--- src/design/assert_macros.svh ---
// ----------------------------------------------------------------------------
// assert_macros.svh
// concurrent assertion helpers, compiled away for synthesis
// ----------------------------------------------------------------------------
`ifndef ASSERT_MACROS_SVH
`define ASSERT_MACROS_SVH

`ifndef SYNTHESIS

// property must hold at every clock edge outside reset
`define PCLC_ASSERT(label, clk, rst_n, prop, msg) \
  label: assert property (@(posedge clk) disable iff (!rst_n) (prop)) else $error(msg);

// condition must never be seen outside reset
`define PCLC_ASSERT_NEVER(label, clk, rst_n, cond, msg) \
  label: assert property (@(posedge clk) disable iff (!rst_n) !(cond)) else $error(msg);

`else

`define PCLC_ASSERT(label, clk, rst_n, prop, msg)

`define PCLC_ASSERT_NEVER(label, clk, rst_n, cond, msg)

`endif

`endif

--- src/design/pclc_pkg.sv ---
// ----------------------------------------------------------------------------
// pclc_pkg
// shared types and constants of the pump command lockout controller
// ----------------------------------------------------------------------------
`timescale 1ns / 1ps

package pclc_pkg;

  localparam int unsigned TIMER_BITS_DEF = 16;

  localparam int unsigned REQ_W      = 2;
  localparam int unsigned CMD_W      = 2;
  localparam int unsigned RSP_W      = 3;
  localparam int unsigned LIMIT_W    = 8;
  localparam int unsigned MS_W       = 16;
  localparam int unsigned CFG_IDX_W  = 2;
  localparam int unsigned CFG_DATA_W = 16;

  localparam logic [LIMIT_W-1:0] START_LIMIT_RST = 8'd5;
  localparam logic [MS_W-1:0]    PULSE_MS_RST    = 16'd1000;
  localparam logic [MS_W-1:0]    COOLDOWN_MS_RST = 16'd30000;
  localparam logic [MS_W-1:0]    MSG_GAP_MS_RST  = 16'd1000;

  typedef enum logic [REQ_W-1:0] {
    REQ_TICK   = 2'd0,
    REQ_CMD    = 2'd1,
    REQ_UNLOCK = 2'd2
  } req_type_e;

  typedef enum logic [CMD_W-1:0] {
    CMD_STATUS  = 2'd0,
    CMD_ON      = 2'd1,
    CMD_OFF     = 2'd2,
    CMD_UNKNOWN = 2'd3
  } cmd_e;

  typedef enum logic [RSP_W-1:0] {
    RSP_NONE   = 3'd0,
    RSP_ON     = 3'd1,
    RSP_OFF    = 3'd2,
    RSP_LOCKED = 3'd3,
    RSP_WAIT   = 3'd4
  } rsp_code_e;

  typedef enum logic [CFG_IDX_W-1:0] {
    CFG_START_LIMIT = 2'd0,
    CFG_PULSE_MS    = 2'd1,
    CFG_COOLDOWN_MS = 2'd2,
    CFG_MSG_GAP_MS  = 2'd3
  } cfg_idx_e;

  typedef struct packed {
    logic [LIMIT_W-1:0] start_limit;
    logic [MS_W-1:0]    pulse_ms;
    logic [MS_W-1:0]    cooldown_ms;
    logic [MS_W-1:0]    message_gap_ms;
  } cfg_t;

  typedef struct packed {
    logic [REQ_W-1:0] req_type;
    logic [CMD_W-1:0] command_code;
  } item_t;

  typedef struct packed {
    rsp_code_e response_code;
    logic      on_drive;
    logic      off_drive;
    logic      running_flag;
    logic      locked_flag;
  } result_t;

endpackage

--- src/design/pclc_req_if.sv ---
// ----------------------------------------------------------------------------
// pclc_req_if
// request channel: tick, command or unlock words
// ----------------------------------------------------------------------------
`timescale 1ns / 1ps

interface pclc_req_if
  import pclc_pkg::*;
();
  logic             valid;
  logic             ready;
  logic [REQ_W-1:0] req_type;
  logic [CMD_W-1:0] command_code;

  modport source (output valid, output req_type, output command_code, input ready);
  modport sink   (input valid, input req_type, input command_code, output ready);
endinterface

--- src/design/pclc_rsp_if.sv ---
// ----------------------------------------------------------------------------
// pclc_rsp_if
// result channel: response code and output levels
// ----------------------------------------------------------------------------
`timescale 1ns / 1ps

interface pclc_rsp_if
  import pclc_pkg::*;
();
  logic             valid;
  logic             ready;
  logic [RSP_W-1:0] response_code;
  logic             on_drive;
  logic             off_drive;
  logic             running_flag;
  logic             locked_flag;

  modport source (output valid, output response_code, output on_drive, output off_drive,
                  output running_flag, output locked_flag, input ready);
  modport sink   (input valid, input response_code, input on_drive, input off_drive,
                  input running_flag, input locked_flag, output ready);
endinterface

--- src/design/pclc_cfg.sv ---
// ----------------------------------------------------------------------------
// pclc_cfg
// configuration register file, write only
// ----------------------------------------------------------------------------
`timescale 1ns / 1ps

module pclc_cfg
  import pclc_pkg::*;
(
  input  logic                  clk_i,
  input  logic                  rst_ni,
  input  logic                  we_i,
  input  logic [CFG_IDX_W-1:0]  idx_i,
  input  logic [CFG_DATA_W-1:0] wdata_i,
  output cfg_t                  cfg_o
);

  cfg_t cfg_q, cfg_d;

  always_comb begin
    cfg_d = cfg_q;
    if (we_i) begin
      case (cfg_idx_e'(idx_i))
        CFG_START_LIMIT: cfg_d.start_limit    = wdata_i[LIMIT_W-1:0];
        CFG_PULSE_MS:    cfg_d.pulse_ms       = wdata_i[MS_W-1:0];
        CFG_COOLDOWN_MS: cfg_d.cooldown_ms    = wdata_i[MS_W-1:0];
        CFG_MSG_GAP_MS:  cfg_d.message_gap_ms = wdata_i[MS_W-1:0];
        default:         cfg_d = cfg_q;
      endcase
    end
  end

  always_ff @(posedge clk_i or negedge rst_ni) begin
    if (!rst_ni) begin
      cfg_q.start_limit    <= START_LIMIT_RST;
      cfg_q.pulse_ms       <= PULSE_MS_RST;
      cfg_q.cooldown_ms    <= COOLDOWN_MS_RST;
      cfg_q.message_gap_ms <= MSG_GAP_MS_RST;
    end else begin
      cfg_q <= cfg_d;
    end
  end

  assign cfg_o = cfg_q;

endmodule

--- src/design/pclc_core.sv ---
// ----------------------------------------------------------------------------
// pclc_core
// controller state and the registered update for one word
// ----------------------------------------------------------------------------
`timescale 1ns / 1ps

module pclc_core
  import pclc_pkg::*;
#(
  parameter int unsigned TIMER_BITS = TIMER_BITS_DEF
) (
  input  logic    clk_i,
  input  logic    rst_ni,
  input  logic    step_i,
  input  item_t   item_i,
  input  cfg_t    cfg_i,
  output result_t result_o
);

  // compare width covering both timers and register values
  localparam int unsigned CW = (TIMER_BITS > MS_W) ? TIMER_BITS : MS_W;

  logic                  pend_vld_q, pend_vld_d;
  cmd_e                  pend_cmd_q, pend_cmd_d;
  logic [LIMIT_W-1:0]    start_cnt_q, start_cnt_d;
  logic                  lock_q, lock_d;
  logic                  running_q, running_d;
  logic [TIMER_BITS-1:0] since_act_q, since_act_d;
  logic [TIMER_BITS-1:0] since_msg_q, since_msg_d;
  logic                  pulse_q, pulse_d;
  logic                  on_q, on_d;
  logic                  off_q, off_d;

  logic [TIMER_BITS-1:0] act_inc, msg_inc;
  logic                  at_limit;
  logic                  skip_pulse;
  rsp_code_e             rsp;

  assign act_inc  = (&since_act_q) ? since_act_q : since_act_q + TIMER_BITS'(1);
  assign msg_inc  = (&since_msg_q) ? since_msg_q : since_msg_q + TIMER_BITS'(1);
  assign at_limit = (start_cnt_q >= cfg_i.start_limit);

  always_comb begin
    pend_vld_d  = pend_vld_q;
    pend_cmd_d  = pend_cmd_q;
    start_cnt_d = start_cnt_q;
    lock_d      = lock_q;
    running_d   = running_q;
    since_act_d = since_act_q;
    since_msg_d = since_msg_q;
    pulse_d     = pulse_q;
    on_d        = on_q;
    off_d       = off_q;
    skip_pulse  = 1'b0;
    rsp         = RSP_NONE;

    case (req_type_e'(item_i.req_type))
      REQ_TICK: begin
        since_act_d = act_inc;
        since_msg_d = msg_inc;
        if (pend_vld_q && (CW'(msg_inc) > CW'(cfg_i.message_gap_ms))) begin
          pend_vld_d = 1'b0;
          if (pend_cmd_q == CMD_STATUS) begin
            // status does not restart the message gap
            skip_pulse = 1'b1;
            if (lock_q || at_limit) begin
              rsp = RSP_LOCKED;
            end else begin
              rsp = running_q ? RSP_ON : RSP_OFF;
            end
          end else begin
            since_msg_d = '0;
            if (CW'(act_inc) < CW'(cfg_i.cooldown_ms)) begin
              skip_pulse = 1'b1;
              rsp        = RSP_WAIT;
            end else begin
              case (pend_cmd_q)
                CMD_ON: begin
                  if (at_limit) begin
                    lock_d     = 1'b1;
                    skip_pulse = 1'b1;
                    rsp        = RSP_LOCKED;
                  end else begin
                    on_d        = 1'b1;
                    running_d   = 1'b1;
                    start_cnt_d = (&start_cnt_q) ? start_cnt_q
                                                 : start_cnt_q + LIMIT_W'(1);
                    pulse_d     = 1'b1;
                    since_act_d = '0;
                    rsp         = RSP_ON;
                  end
                end
                CMD_OFF: begin
                  off_d       = 1'b1;
                  running_d   = 1'b0;
                  pulse_d     = 1'b1;
                  since_act_d = '0;
                  rsp         = RSP_OFF;
                end
                default: rsp = RSP_NONE;
              endcase
            end
          end
        end
        // drive pulse ends once its time has run out
        if (!skip_pulse && pulse_d && (CW'(since_act_d) > CW'(cfg_i.pulse_ms))) begin
          on_d    = 1'b0;
          off_d   = 1'b0;
          pulse_d = 1'b0;
        end
      end
      REQ_CMD: begin
        pend_cmd_d = cmd_e'(item_i.command_code);
        pend_vld_d = 1'b1;
      end
      REQ_UNLOCK: begin
        start_cnt_d = '0;
        lock_d      = 1'b0;
      end
      default: rsp = RSP_NONE;
    endcase
  end

  always_ff @(posedge clk_i or negedge rst_ni) begin
    if (!rst_ni) begin
      pend_vld_q  <= 1'b0;
      pend_cmd_q  <= CMD_STATUS;
      start_cnt_q <= '0;
      lock_q      <= 1'b0;
      running_q   <= 1'b0;
      since_act_q <= '0;
      since_msg_q <= '0;
      pulse_q     <= 1'b0;
      on_q        <= 1'b0;
      off_q       <= 1'b0;
    end else if (step_i) begin
      pend_vld_q  <= pend_vld_d;
      pend_cmd_q  <= pend_cmd_d;
      start_cnt_q <= start_cnt_d;
      lock_q      <= lock_d;
      running_q   <= running_d;
      since_act_q <= since_act_d;
      since_msg_q <= since_msg_d;
      pulse_q     <= pulse_d;
      on_q        <= on_d;
      off_q       <= off_d;
    end
  end

  assign result_o.response_code = rsp;
  assign result_o.on_drive      = on_d;
  assign result_o.off_drive     = off_d;
  assign result_o.running_flag  = running_d;
  assign result_o.locked_flag   = lock_d;

endmodule

--- src/design/pump_command_lockout_controller.sv ---
// ----------------------------------------------------------------------------
// pump_command_lockout_controller
// remote motor command controller with start-count lockout
// ----------------------------------------------------------------------------
`timescale 1ns / 1ps
`include "assert_macros.svh"

// Takes one word per clock on the request channel: a 1 ms tick, a decoded
// command or an unlock press. Each word yields exactly one result word: it
// is first held in the input register, then the controller state and the
// result register update together when it steps. Sustained rate is one
// word per cycle while the result side is not stalled; a stalled result
// stops the pipe and back-pressure reaches the request side only once the
// input register is also full. Commands wait as pending until a tick finds
// the message gap elapsed. No memories, no init sweep.
module pump_command_lockout_controller
  import pclc_pkg::*;
#(
  parameter int unsigned TIMER_BITS = TIMER_BITS_DEF
) (
  input  logic                  clk_i,
  input  logic                  rst_ni,
  pclc_req_if.sink              req_if,
  pclc_rsp_if.source            rsp_if,
  input  logic                  cfg_we_i,
  input  logic [CFG_IDX_W-1:0]  cfg_addr_i,
  input  logic [CFG_DATA_W-1:0] cfg_wdata_i
);

  cfg_t    cfg;
  item_t   in_q;
  logic    in_vld_q, in_vld_d;
  logic    out_vld_q, out_vld_d;
  result_t rsp_q, result;
  logic    advance;
  logic    in_take;
  logic    step;

  // register file
  pclc_cfg u_cfg (
    .clk_i   (clk_i),
    .rst_ni  (rst_ni),
    .we_i    (cfg_we_i),
    .idx_i   (cfg_addr_i),
    .wdata_i (cfg_wdata_i),
    .cfg_o   (cfg)
  );

  // pipe moves when the result register is empty or being drained
  assign advance      = !out_vld_q || rsp_if.ready;
  assign req_if.ready = !in_vld_q || advance;
  assign in_take      = req_if.valid && req_if.ready;
  assign step         = in_vld_q && advance;

  always_comb begin
    in_vld_d = in_vld_q;
    if (in_take) begin
      in_vld_d = 1'b1;
    end else if (advance) begin
      in_vld_d = 1'b0;
    end
    out_vld_d = advance ? in_vld_q : out_vld_q;
  end

  always_ff @(posedge clk_i or negedge rst_ni) begin
    if (!rst_ni) begin
      in_vld_q  <= 1'b0;
      out_vld_q <= 1'b0;
    end else begin
      in_vld_q  <= in_vld_d;
      out_vld_q <= out_vld_d;
    end
  end

  // payload registers, no reset
  always_ff @(posedge clk_i) begin
    if (in_take) begin
      in_q.req_type     <= req_if.req_type;
      in_q.command_code <= req_if.command_code;
    end
    if (step) begin
      rsp_q <= result;
    end
  end

  // controller state and next-result logic
  pclc_core #(
    .TIMER_BITS (TIMER_BITS)
  ) u_core (
    .clk_i    (clk_i),
    .rst_ni   (rst_ni),
    .step_i   (step),
    .item_i   (in_q),
    .cfg_i    (cfg),
    .result_o (result)
  );

  assign rsp_if.valid         = out_vld_q;
  assign rsp_if.response_code = rsp_q.response_code;
  assign rsp_if.on_drive      = rsp_q.on_drive;
  assign rsp_if.off_drive     = rsp_q.off_drive;
  assign rsp_if.running_flag  = rsp_q.running_flag;
  assign rsp_if.locked_flag   = rsp_q.locked_flag;

  // a held word in the input register is never overwritten
  `PCLC_ASSERT(a_in_hold, clk_i, rst_ni, (in_vld_q && !advance) |=> (in_vld_q && $stable(in_q)), "input word lost while stalled")

  // only ticks produce a response code
  `PCLC_ASSERT(a_nontick_none, clk_i, rst_ni, (step && (in_q.req_type != REQ_TICK)) |=> (rsp_q.response_code == RSP_NONE), "response on a non-tick word")

  // unlock always clears the lockout in its own result
  `PCLC_ASSERT(a_unlock_clears, clk_i, rst_ni, (step && (in_q.req_type == REQ_UNLOCK)) |=> !rsp_q.locked_flag, "lock survives unlock")

endmodule
--- src/flat_wrapper.sv ---
// flat-port wrapper written by rule: the top's interface ports become plain ports
module pump_command_lockout_controller_flat import pclc_pkg::*;
#(
  parameter int unsigned TIMER_BITS = TIMER_BITS_DEF
)
  (clk_i, rst_ni, cfg_we_i, cfg_addr_i, cfg_wdata_i, req_if_valid, req_if_req_type, req_if_command_code, req_if_ready, rsp_if_valid, rsp_if_response_code, rsp_if_on_drive, rsp_if_off_drive, rsp_if_running_flag, rsp_if_locked_flag, rsp_if_ready);
  pclc_req_if req_if_i ();
  pclc_rsp_if rsp_if_i ();
  input  logic clk_i;
  input  logic rst_ni;
  input  logic cfg_we_i;
  input  logic [CFG_IDX_W-1:0] cfg_addr_i;
  input  logic [CFG_DATA_W-1:0] cfg_wdata_i;
  input wire logic [$bits(req_if_i.valid)-1:0] req_if_valid;
  input wire logic [$bits(req_if_i.req_type)-1:0] req_if_req_type;
  input wire logic [$bits(req_if_i.command_code)-1:0] req_if_command_code;
  output wire logic [$bits(req_if_i.ready)-1:0] req_if_ready;
  output wire logic [$bits(rsp_if_i.valid)-1:0] rsp_if_valid;
  output wire logic [$bits(rsp_if_i.response_code)-1:0] rsp_if_response_code;
  output wire logic [$bits(rsp_if_i.on_drive)-1:0] rsp_if_on_drive;
  output wire logic [$bits(rsp_if_i.off_drive)-1:0] rsp_if_off_drive;
  output wire logic [$bits(rsp_if_i.running_flag)-1:0] rsp_if_running_flag;
  output wire logic [$bits(rsp_if_i.locked_flag)-1:0] rsp_if_locked_flag;
  input wire logic [$bits(rsp_if_i.ready)-1:0] rsp_if_ready;
  assign req_if_i.valid = req_if_valid;
  assign req_if_i.req_type = req_if_req_type;
  assign req_if_i.command_code = req_if_command_code;
  assign req_if_ready = req_if_i.ready;
  assign rsp_if_valid = rsp_if_i.valid;
  assign rsp_if_response_code = rsp_if_i.response_code;
  assign rsp_if_on_drive = rsp_if_i.on_drive;
  assign rsp_if_off_drive = rsp_if_i.off_drive;
  assign rsp_if_running_flag = rsp_if_i.running_flag;
  assign rsp_if_locked_flag = rsp_if_i.locked_flag;
  assign rsp_if_i.ready = rsp_if_ready;
  pump_command_lockout_controller #(.TIMER_BITS(TIMER_BITS)) u_core (.clk_i(clk_i), .rst_ni(rst_ni), .req_if(req_if_i), .rsp_if(rsp_if_i), .cfg_we_i(cfg_we_i), .cfg_addr_i(cfg_addr_i), .cfg_wdata_i(cfg_wdata_i));
endmodule
--- config.mk ---
export PLATFORM = sky130hd
export DESIGN_NAME = pump_command_lockout_controller_flat
export DESIGN_NICKNAME = d
export VERILOG_FILES = /design/src/design/pclc_pkg.sv /design/src/design/pclc_req_if.sv /design/src/design/pclc_rsp_if.sv /design/src/design/pclc_cfg.sv /design/src/design/pclc_core.sv /design/src/design/pump_command_lockout_controller.sv /design/src/flat_wrapper.sv
export VERILOG_INCLUDE_DIRS = /design/src /design/src/design
export SDC_FILE = /design/constraint.sdc
export NUM_CORES = 1
export LEC_CHECK = 0
export ABC_AREA = 1
export BUFFER_PORTS_ARGS = -buffer_cell sky130_fd_sc_hd__buf_2
export CORE_MARGIN = 2
export CORE_UTILIZATION = 35
export CTS_CLUSTER_SIZE = 8
export DETAILED_ROUTE_END_ITERATION = 6
export GPL_ROUTABILITY_DRIVEN = 0
export HOLD_SLACK_MARGIN = 0.08
export SLEW_MARGIN = 10
export SYNTH_ARGS = -nofsm -noshare
export SYNTH_HDL_FRONTEND = slang
export SYNTH_HIERARCHICAL = 1
export SYNTH_SLANG_ARGS = --single-unit
--- constraint.sdc ---
create_clock -name clk_i -period 4.74 [get_ports clk_i]
set_input_delay 0.711 -clock clk_i [delete_from_list [all_inputs] [get_ports clk_i]]
set_output_delay 0.711 -clock clk_i [all_outputs]
set_load 0.01 [all_outputs]
Word level (Yosys, flattened, before mapping)
Cells that the tools add are included.
W data, S select, Z words.
Cells by class
  add/subtract/negate cells: 3
  $lt $le $gt $ge: 4
  equal/unequal tests: 13
  mux-type cells: 65
  reductions and logical operators: 29
Operator list (number)
  $mux W16: 9
  $mux W8: 6
  $mux W1: 38
  $add A16 B1 Y16 const B: 2
  $gt A16 B16 Y1: 2
  $pmux W16 S2: 1
  $reduce_and A16 Y1: 2
  $lt A16 B16 Y1: 1
  $pmux W8 S2: 1
  $reduce_and A8 Y1: 2
  $reduce_and A2 Y1: 7
  $ne A2 B2 Y1 const B: 5
  $add A8 B1 Y8 const B: 1
  $eq A2 B2 Y1 const B: 4
  $ge A8 B8 Y1: 1
  $pmux W1 S2: 4
  $eq A2 B1 Y1 const B: 3
  $logic_not A2 Y1: 3
  $mux W2: 3
  $mux W3: 2
  $pmux W3 S2: 1
  $reduce_bool A2 Y1: 3
  $logic_and A1 B1 Y1: 5
  $logic_not A1 Y1: 3
  other kinds (3): 5
Storage, ports and cells
  register bits: 117
  input bits: 27
  word-level logic and storage cells: 137

Logic depth before layout (Yosys ltp)
Gate-level depths: netlist (run 1).
  word-level depth: 12
  mapped depth: 40
  depth with buffers taken out: 38

By module
The synthesis (run 1) kept the hierarchy.
By module, submodules not included
  pclc_core: times used 1, cells an instance 644, area each 4560.6 um2, sequential area each 1201.2 um2
  pclc_cfg: times used 1, cells an instance 251, area each 2456.1 um2, sequential area each 1427.6 um2
  pump_command_lockout_controller: times used 1, cells an instance 23, area each 425.4 um2, sequential area each 380.4 um2

Least setup slack after synthesis (run 1)
OpenSTA, ideal clock, no wires.
  kind: reg-to-reg
  start: reg u_core.u_core.since_msg_q[0]
  end: reg u_core.rsp_q, in the netlist u_core/rsp_if.off_drive, data pin
  setup time: 251 ps
  data arrival time: 4626 ps
  required time: 4489 ps
  path slack: -137 ps
  stages on the path, launching flop included: 38
  buffers on the path: 2
  path through: dfrtp_1 > ha_1 > nand3_1 > nor3_1 > nand3_1 > nor2_1 > inv_1 > nor3_1 > a211oi_1 > nand2_1 > nor2_1 > xor2_1 > inv_1 > ha_1 > nand2_1 > nor4_1 > nand2_1 > o2111ai_1 > (+2 left out) > nand3_4 > buf_8 > nand2_2 > inv_1 > ha_1 > inv_1 > nor2_1 > nor2_1 > o21a_1 > o221ai_1 > nand2_1 > nand2_1 > o41ai_1 > a21oi_1 > nand3_1 > inv_1 > nor2_1 > buf_4
Between the ends
  cells in the longest elaborated chain, start to end: 11
Ends and longest elaborated chain
  from (decl): RTL line pclc_core.sv:29  | logic [TIMER_BITS-1:0] since_msg_q, since_msg_d;
  from (signal assigned): RTL line pclc_core.sv:143  | since_msg_q <= since_msg_d;
  $add A16 B1 Y16 / $reduce_and A16 Y1 (equally long branches): RTL line pclc_core.sv:40  | assign msg_inc = (&since_msg_q) ? since_msg_q : since_msg_q + TIMER_BITS'(1);
  $mux W16 (*): RTL line pclc_core.sv:40
  $gt A16 B16 Y1 (*): RTL line pclc_core.sv:61  | if (pend_vld_q && (CW'(msg_inc) > CW'(cfg_i.message_gap_ms))) begin
  $logic_and A1 B1 Y1 (*): RTL line pclc_core.sv:61
  parallel branches: the longest is 5 deep, another holds $gt A16 B16 Y1
  $mux W1 (*): RTL line pclc_core.sv:106  | if (!skip_pulse && pulse_d && (CW'(since_act_d) > CW'(cfg_i.pulse_ms))) begin
  $mux W1 (*): RTL line pclc_core.sv:57  | case (req_type_e'(item_i.req_type))
  via u_core.u_core.off_d: RTL line pclc_core.sv:32  | logic off_q, off_d;
  to (signal assigned): RTL line pump_command_lockout_controller.sv:82  | rsp_q <= result;
  to (decl): RTL line pump_command_lockout_controller.sv:34  | result_t rsp_q, result;
Mark *: on every way through the listed nets, which the timed path passes. The select of a mux whose other input is x is not followed.
A chain may end at the register's enable or synchronous reset.

==> results.cfg, run 1 <==
[yosys]
yosys.cell_types.count = 50
synth_edf_count = 11
yosys_most_used_dff = dfrtp_1
synthTopCellsByArea = dfrtp_1 (29%), nand2_1 (12%), ha_1 (10%)
async_reset_ff_frac = 0.906
synth.largest_area_cell = dfrtp_1
synth_commonest_cells = nand2_1 (243), inv_1 (138), dfrtp_1 (85), nand4_1 (63), ha_1 (61)
synth_fp_nets = 1006
synthCells = 918
synthesis.area_mm2 = 0.00744
synth_seq_cells = 117
synth_top_area_frac = 0.286
synth_most_common_cell = nand2_1
yosys_warnings = 6
syn_avg_cell_area_um2 = 8.11
yosysSeqAreaShare = 0.404

[die]
io_pins = 36
core.rowCount = 53
die_area_mm2 = 0.0224
start_util = 0.355
fp.dieH_um = 150
core-area_mm2 = 0.0210
die_w_um = 150

[route]
drc_errors = 0
vias_per_cell = 4.88
dr.pass1.iters = 5
wl_um = 18900
postRouteAntennaNets = 0
vias = 6559
drtIter0Drc = 457
wire_per_inst_um = 14.1

[power]
seq_power_share = 0.307
clockPowerShare = 0.289
power_switching_w = 0.00159
power_density_mw_per_mm2 = 454
p_leak_nw = 4.79
power.total_w = 0.00434
switching_share = 0.368
p_int_w = 0.00274
ir_worst_vdd_v = 0.000343
pwr-share-comb = 0.403

[timing]
setup_violations = 5
setup-tns-final_ps = -1080
hold_viol_final = 0
finClkSkew_ps = 9.19
fin_ws_ps = -281
min_period_ps = 5020
period_share = 1.06
rsz0062_at_grt = true
maxSlewViolCount = 0
fmax_ghz = 0.199
worst_pin_slew_ps = 1040
max_slew_margin = 0.308

[clock_network]
htree_levels = 4
cts.sinks = 117
cts_buffer_depth = 2
clock_latency_ps = 420
hold_buffers = 0
cts.clk_slew.worst_paths_ps = 60
cts_tree = yes
numCtsBuffers = 17
cts-root-buf = clkbuf_16

[critical_path]
cp_common_cell = nand2_2
crit_required_ps = 4920
critPathMaxFanout = 5
end_kind = register
crit_path_max_incr_delay_ps = 370
slowest_stage = dfrtp_1
worstSetupPathType = register to register
crit_path_start_kind = register
arrival_ps = 5200

[run_status]
violations = setup timing
run_status = finished with violations

[global_routing]
antenna_found_initial = 0
track_usage = 0.173
grt_pass1_wl_um = 30700
first_global_vias = 6262
grt_overflow = 0
grt_max_degree = 81

[layout]
seqCellArea_mm2 = 0.00301
area_growth_pct = 28.3
fill_cells = 2065
nets = 1144
multi_input_area_mm2 = 0.00401
drive_above_1_share = 0.281
diodes = 0

[placed_design]
io_buffers = 35
place_hpwl_um = 13100
post-place-ws_ps = -380

[flow_run]
maxCapViolCount = 0

[min_path]
hold_class = primary input to asynchronous set/reset pin
==> worst paths after layout <==
kind,start,to,slack [ps],cells past startpoint
max in group asynchronous,rst_ni,u_core/u_cfg/cfg_o[9],3270,2
max reg2reg,u_core/u_core/since_msg_q[0],u_core/rsp_if.off_drive,-280,36
min in group clk_i,u_core/u_cfg/cfg_o[20],u_core/u_cfg/cfg_o[20],460,2
min,rst_ni,u_core/u_cfg/cfg_o[16],460,1
max,u_core/u_core/since_msg_q[0],u_core/rsp_if.off_drive,-280,36
min reg2reg,u_core/u_cfg/cfg_o[20],u_core/u_cfg/cfg_o[20],460,2
==> cells by family after synthesis <==
kind of cell | synth area share
compound gates | 0.0820
buf+inv | 0.107
simple gates | 0.268
fa+ha+maj | 0.103
flops | 0.404
mux | 0.00151
xor+xnor | 0.0341
==> through the flow <==
step | utilization | hold WS [ps] | cell area, um2 | instances
3_3_place_gp | 0.404 | 450 | 8470 | 1294
2_1_floorplan | - | 415 | 7450 | 918
6_report | 0.456 | 464 | 9550 | 1344
3_5_place_dp | 0.404 | 453 | 8470 | 1294
5_1_grt | 0.456 | 451 | 9550 | 1344
4_1_cts | 0.442 | 452 | 9260 | 1337
==> placed cells by master (no fill, tap or decap), types with 3 or more instances in the layout <==
| cell type | count |
|---|---|
| nand2_1 | 230 |
| inv_1 | 130 |
| buf_4 | 113 |
| dfrtp_1 | 85 |
| nand4_1 | 63 |
| ha_1 | 50 |
| nor2_1 | 48 |
| buf_2 | 34 |
| nand3_1 | 34 |
| a21oi_1 | 33 |
| o21ai_0 | 27 |
| dfstp_2 | 21 |
| xor2_1 | 21 |
| clkbuf_16 | 17 |
| nand2_2 | 17 |
| edfxtp_1 | 11 |
| inv_2 | 11 |
| o21ai_2 | 10 |
| nor3_1 | 9 |
| ha_4 | 9 |
| inv_6 | 6 |
| nand3_4 | 6 |
| nand3_2 | 6 |
| a21oi_2 | 6 |
| clkinv_4 | 5 |
| xnor2_1 | 5 |
| o22ai_1 | 5 |
| nor2_2 | 4 |
| o31ai_1 | 4 |
| nor3_2 | 3 |
| nor4_2 | 3 |
| xor2_2 | 3 |
| nor3_4 | 3 |
| nand2_4 | 3 |
==> area by class of cell <==
type	count	share of cell area
Clock buffer	17	0.0446
Clock inverter	15	0.0155
Inverter	144	0.0579
Multi-Input combinational cell	627	0.420
Sequential cell	117	0.315
Tap cell	275	0.0360
Timing Repair Buffer	149	0.111
==> power by group through the flow <==
stage                     sequential [W]  combinational [W]  clock, W
after global routing             0.00136            0.00196   0.00133
after detailed placement         0.00135            0.00152         0
after global placement           0.00134            0.00150         0
after floorplan                  0.00134           0.000935         0
final                            0.00133            0.00175   0.00125
after CTS                        0.00133            0.00161   0.00128
==> sequential cells by signal (all words and copies together), names as in the netlist, 2 cells and up <==
register and cells:
u_core/u_core/pend_cmd_q 2, u_core/u_core/since_msg_q 16, u_core/rsp_if.response_code 3, u_core/u_cfg/cfg_o 56, u_core/u_core/start_cnt_q 8, u_core/in_q 4, u_core/u_core/since_act_q 16
==> timing repair <==
action                     in CTS  in global routing
pin swaps                       5                 27
hold endpoints to repair        0                  0
cloned                          1                  0
buffers inserted               10                  7
setup endpoints to repair       5                  5
resized for setup              24                 47
==> layer usage <==
metal  part of all wire  global-route usage
met4              0.012              0.0392
met2               0.46               0.270
met1               0.49               0.242
met3              0.039              0.0415
met5                  0                   0
==> critical path, delay by kind of cell (launching register included) <==
| kind | cells | cell delay [ps] |
|---|---|---|
| flip-flops | 1 | 370 |
| buffers and inverters | 6 | 560 |
| adder cells (fa/ha/maj) | 3 | 750 |
| XOR/XNOR | 1 | 170 |
| AND/OR/NAND/NOR | 20 | 2240 |
| AO/OA/AOI/OAI | 6 | 670 |
Note: power is estimated with default switching activity, not from simulation.
==> run 2, diff against run 1 <==
--- a/config.mk
+++ b/config.mk
@@ -8,6 +8,7 @@
 export LEC_CHECK = 0
 export ABC_AREA = 1
 export BUFFER_PORTS_ARGS = -buffer_cell sky130_fd_sc_hd__buf_2
+export CORE_ASPECT_RATIO = 1.75
 export CORE_MARGIN = 2
 export CORE_UTILIZATION = 35
 export CTS_CLUSTER_SIZE = 8
==> run 2 against run 1 <==
Net effect:
- the flow still finishes with violations (setup timing)
- maximum frequency is 4.0% higher
- cell area increased by 1.3%
- die area is 0.20% higher
- clock power grew 3%
- sequential share of layout area down 0.41 points
- global-route usage increased by 1.5 points
- first-iteration DRC count down 18%
- routed wire length is 6.1% higher
- sequential power barely moved
- critical endpoint unchanged
==> results.cfg, run 2 (synthesized netlist as in run 1, its figures left out) <==
[route]
wire_per_inst_um = 15.1
drc_errors = 0
vias = 6606
postRouteAntennaNets = 0
drtIter0Drc = 375
wl_um = 20100
vias_per_cell = 4.96
dr.pass1.iters = 5

[placed_design]
place_hpwl_um = 14400
io_buffers = 35
post-place-ws_ps = -345
place_area_mm2 = 0.00841

[power]
power_density_mw_per_mm2 = 471
power.total_w = 0.00456
ir_worst_vdd_v = 0.000201
p_leak_nw = 4.85

[timing]
period_share = 1.02
maxSlewViolCount = 0
rsz0062_at_grt = true
finClkSkew_ps = 9.18
fin_ws_ps = -88.8
max_slew_margin = 0.365
worst_pin_slew_ps = 952
setup_violations = 4
setup-tns-final_ps = -238
hold_viol_final = 0
fmax_ghz = 0.207
min_period_ps = 4830

[clock_network]
cts-root-buf = clkbuf_16
htree_levels = 4
cts_buffer_depth = 2
numCtsBuffers = 17
cts.clk_slew.worst_paths_ps = 60
cts_tree = yes
cts.sinks = 117
clock_latency_ps = 430

[die]
core-area_mm2 = 0.0208
start_util = 0.357
die_w_um = 114
io_pins = 36
fp.dieH_um = 197
die_area_mm2 = 0.0225
core.rowCount = 70

[critical_path]
slowest_stage = dfrtp_1
arrival_ps = 5010
cp_top_family = simple AND/OR/NAND/NOR gates
r2r_start = u_core/u_core/since_msg_q[0]
end_kind = register
worstSetupPathType = register to register
cp_common_cell = inv_2
critical_path.n_buffers_inverters = 7
crit_path_max_incr_delay_ps = 360
worstSetupStartpoint = u_core/u_core/since_msg_q[0]
crit_path_start_kind = register
crit_required_ps = 4920
critPathMaxFanout = 5

[layout]
diodes = 0
final_cell_mix = nand2_1 (231), inv_1 (124), buf_4 (119), dfrtp_1 (85), nand4_1 (63)
area_growth_pct = 30.0
largest_reg_flops = 56
final_util = 0.464
drive_above_1_share = 0.300
layout_commonest_cell = nand2_1
final_area_mm2 = 0.00967
nets = 1155

[global_routing]
grt_overflow = 0
grt_max_degree = 60
grt_pass1_wl_um = 32700
first_global_vias = 6805
track_usage = 0.187
antenna_found_initial = 0

[run_status]
run_status = finished with violations
violations = setup timing

[min_path]
hold_class = primary input to asynchronous set/reset pin

[flow_run]
maxCapViolCount = 0
## run 2: cell types whose count changed in the layout (fill, tap and decap cells not counted), sizes merged
cell	delta
clkinvlp	+2
inv	-2
clkinv	-2
nand3	-1
clkbuf	+1
bufinv	+1
buf	+12
## run 2: worst register-to-register path: cells and delay by family (launching register included)
kind,cells,cell delay [ps]
buf+inv,7,600
flops,1,360
simple gates,19,2030
xor+xnor,1,150
compound gates,6,730
fa+ha+maj,3,720
## run 2: path summary, 6_finish.rpt
kind,to,slack [ps],depth (start not counted)
max in group asynchronous,u_core/u_cfg/cfg_o[36],3220,2
max reg2reg,u_core/rsp_if.off_drive,-90,36
min,u_core/u_cfg/cfg_o[27],360,1
max,u_core/rsp_if.off_drive,-90,36
min reg2reg,u_core/u_cfg/cfg_o[28],460,2
min in group clk_i,u_core/in_q[2],460,1
## run 2: repair_timing
action                                  CTS  global route
resized for setup                        67            29
buffers inserted                         29             4
pin swaps                                42            24
hold buffers                              0             0
cloned                                    0             0
endpoints found under the setup margin    5             7
## run 2: layer usage
layer  vias up  routed length, um  GRT usage
li1       3308                  -          -
met1      3104               7670      0.195
met2       138              11000      0.350
met3        56                574     0.0347
met4         0                838     0.0976
met5         -                  0          0
## run 2: where the power goes
part	switching (W)	internal, W
clock network	0.000511	0.000778
logic	0.00102	0.000919
registers	0.000124	0.00121
total	0.00165	0.00291
## run 2: per-stage QoR
stage / hold WS [ps] / cells
after floorplan: 415 / 918
after global placement: 450 / 1268
after detailed placement: 456 / 1268
after CTS: 415 / 1328
after global routing: 438 / 1332
final: 356 / 1332
## run 2: final cells by class
type	instances	area [um2]
tap	252	315
multi-input combinational	626	4060
timing repair buffer	161	1150
clock buffer	18	429
fill	2028	11200
sequential	117	3010
inverter	144	551
clock inverter	14	151
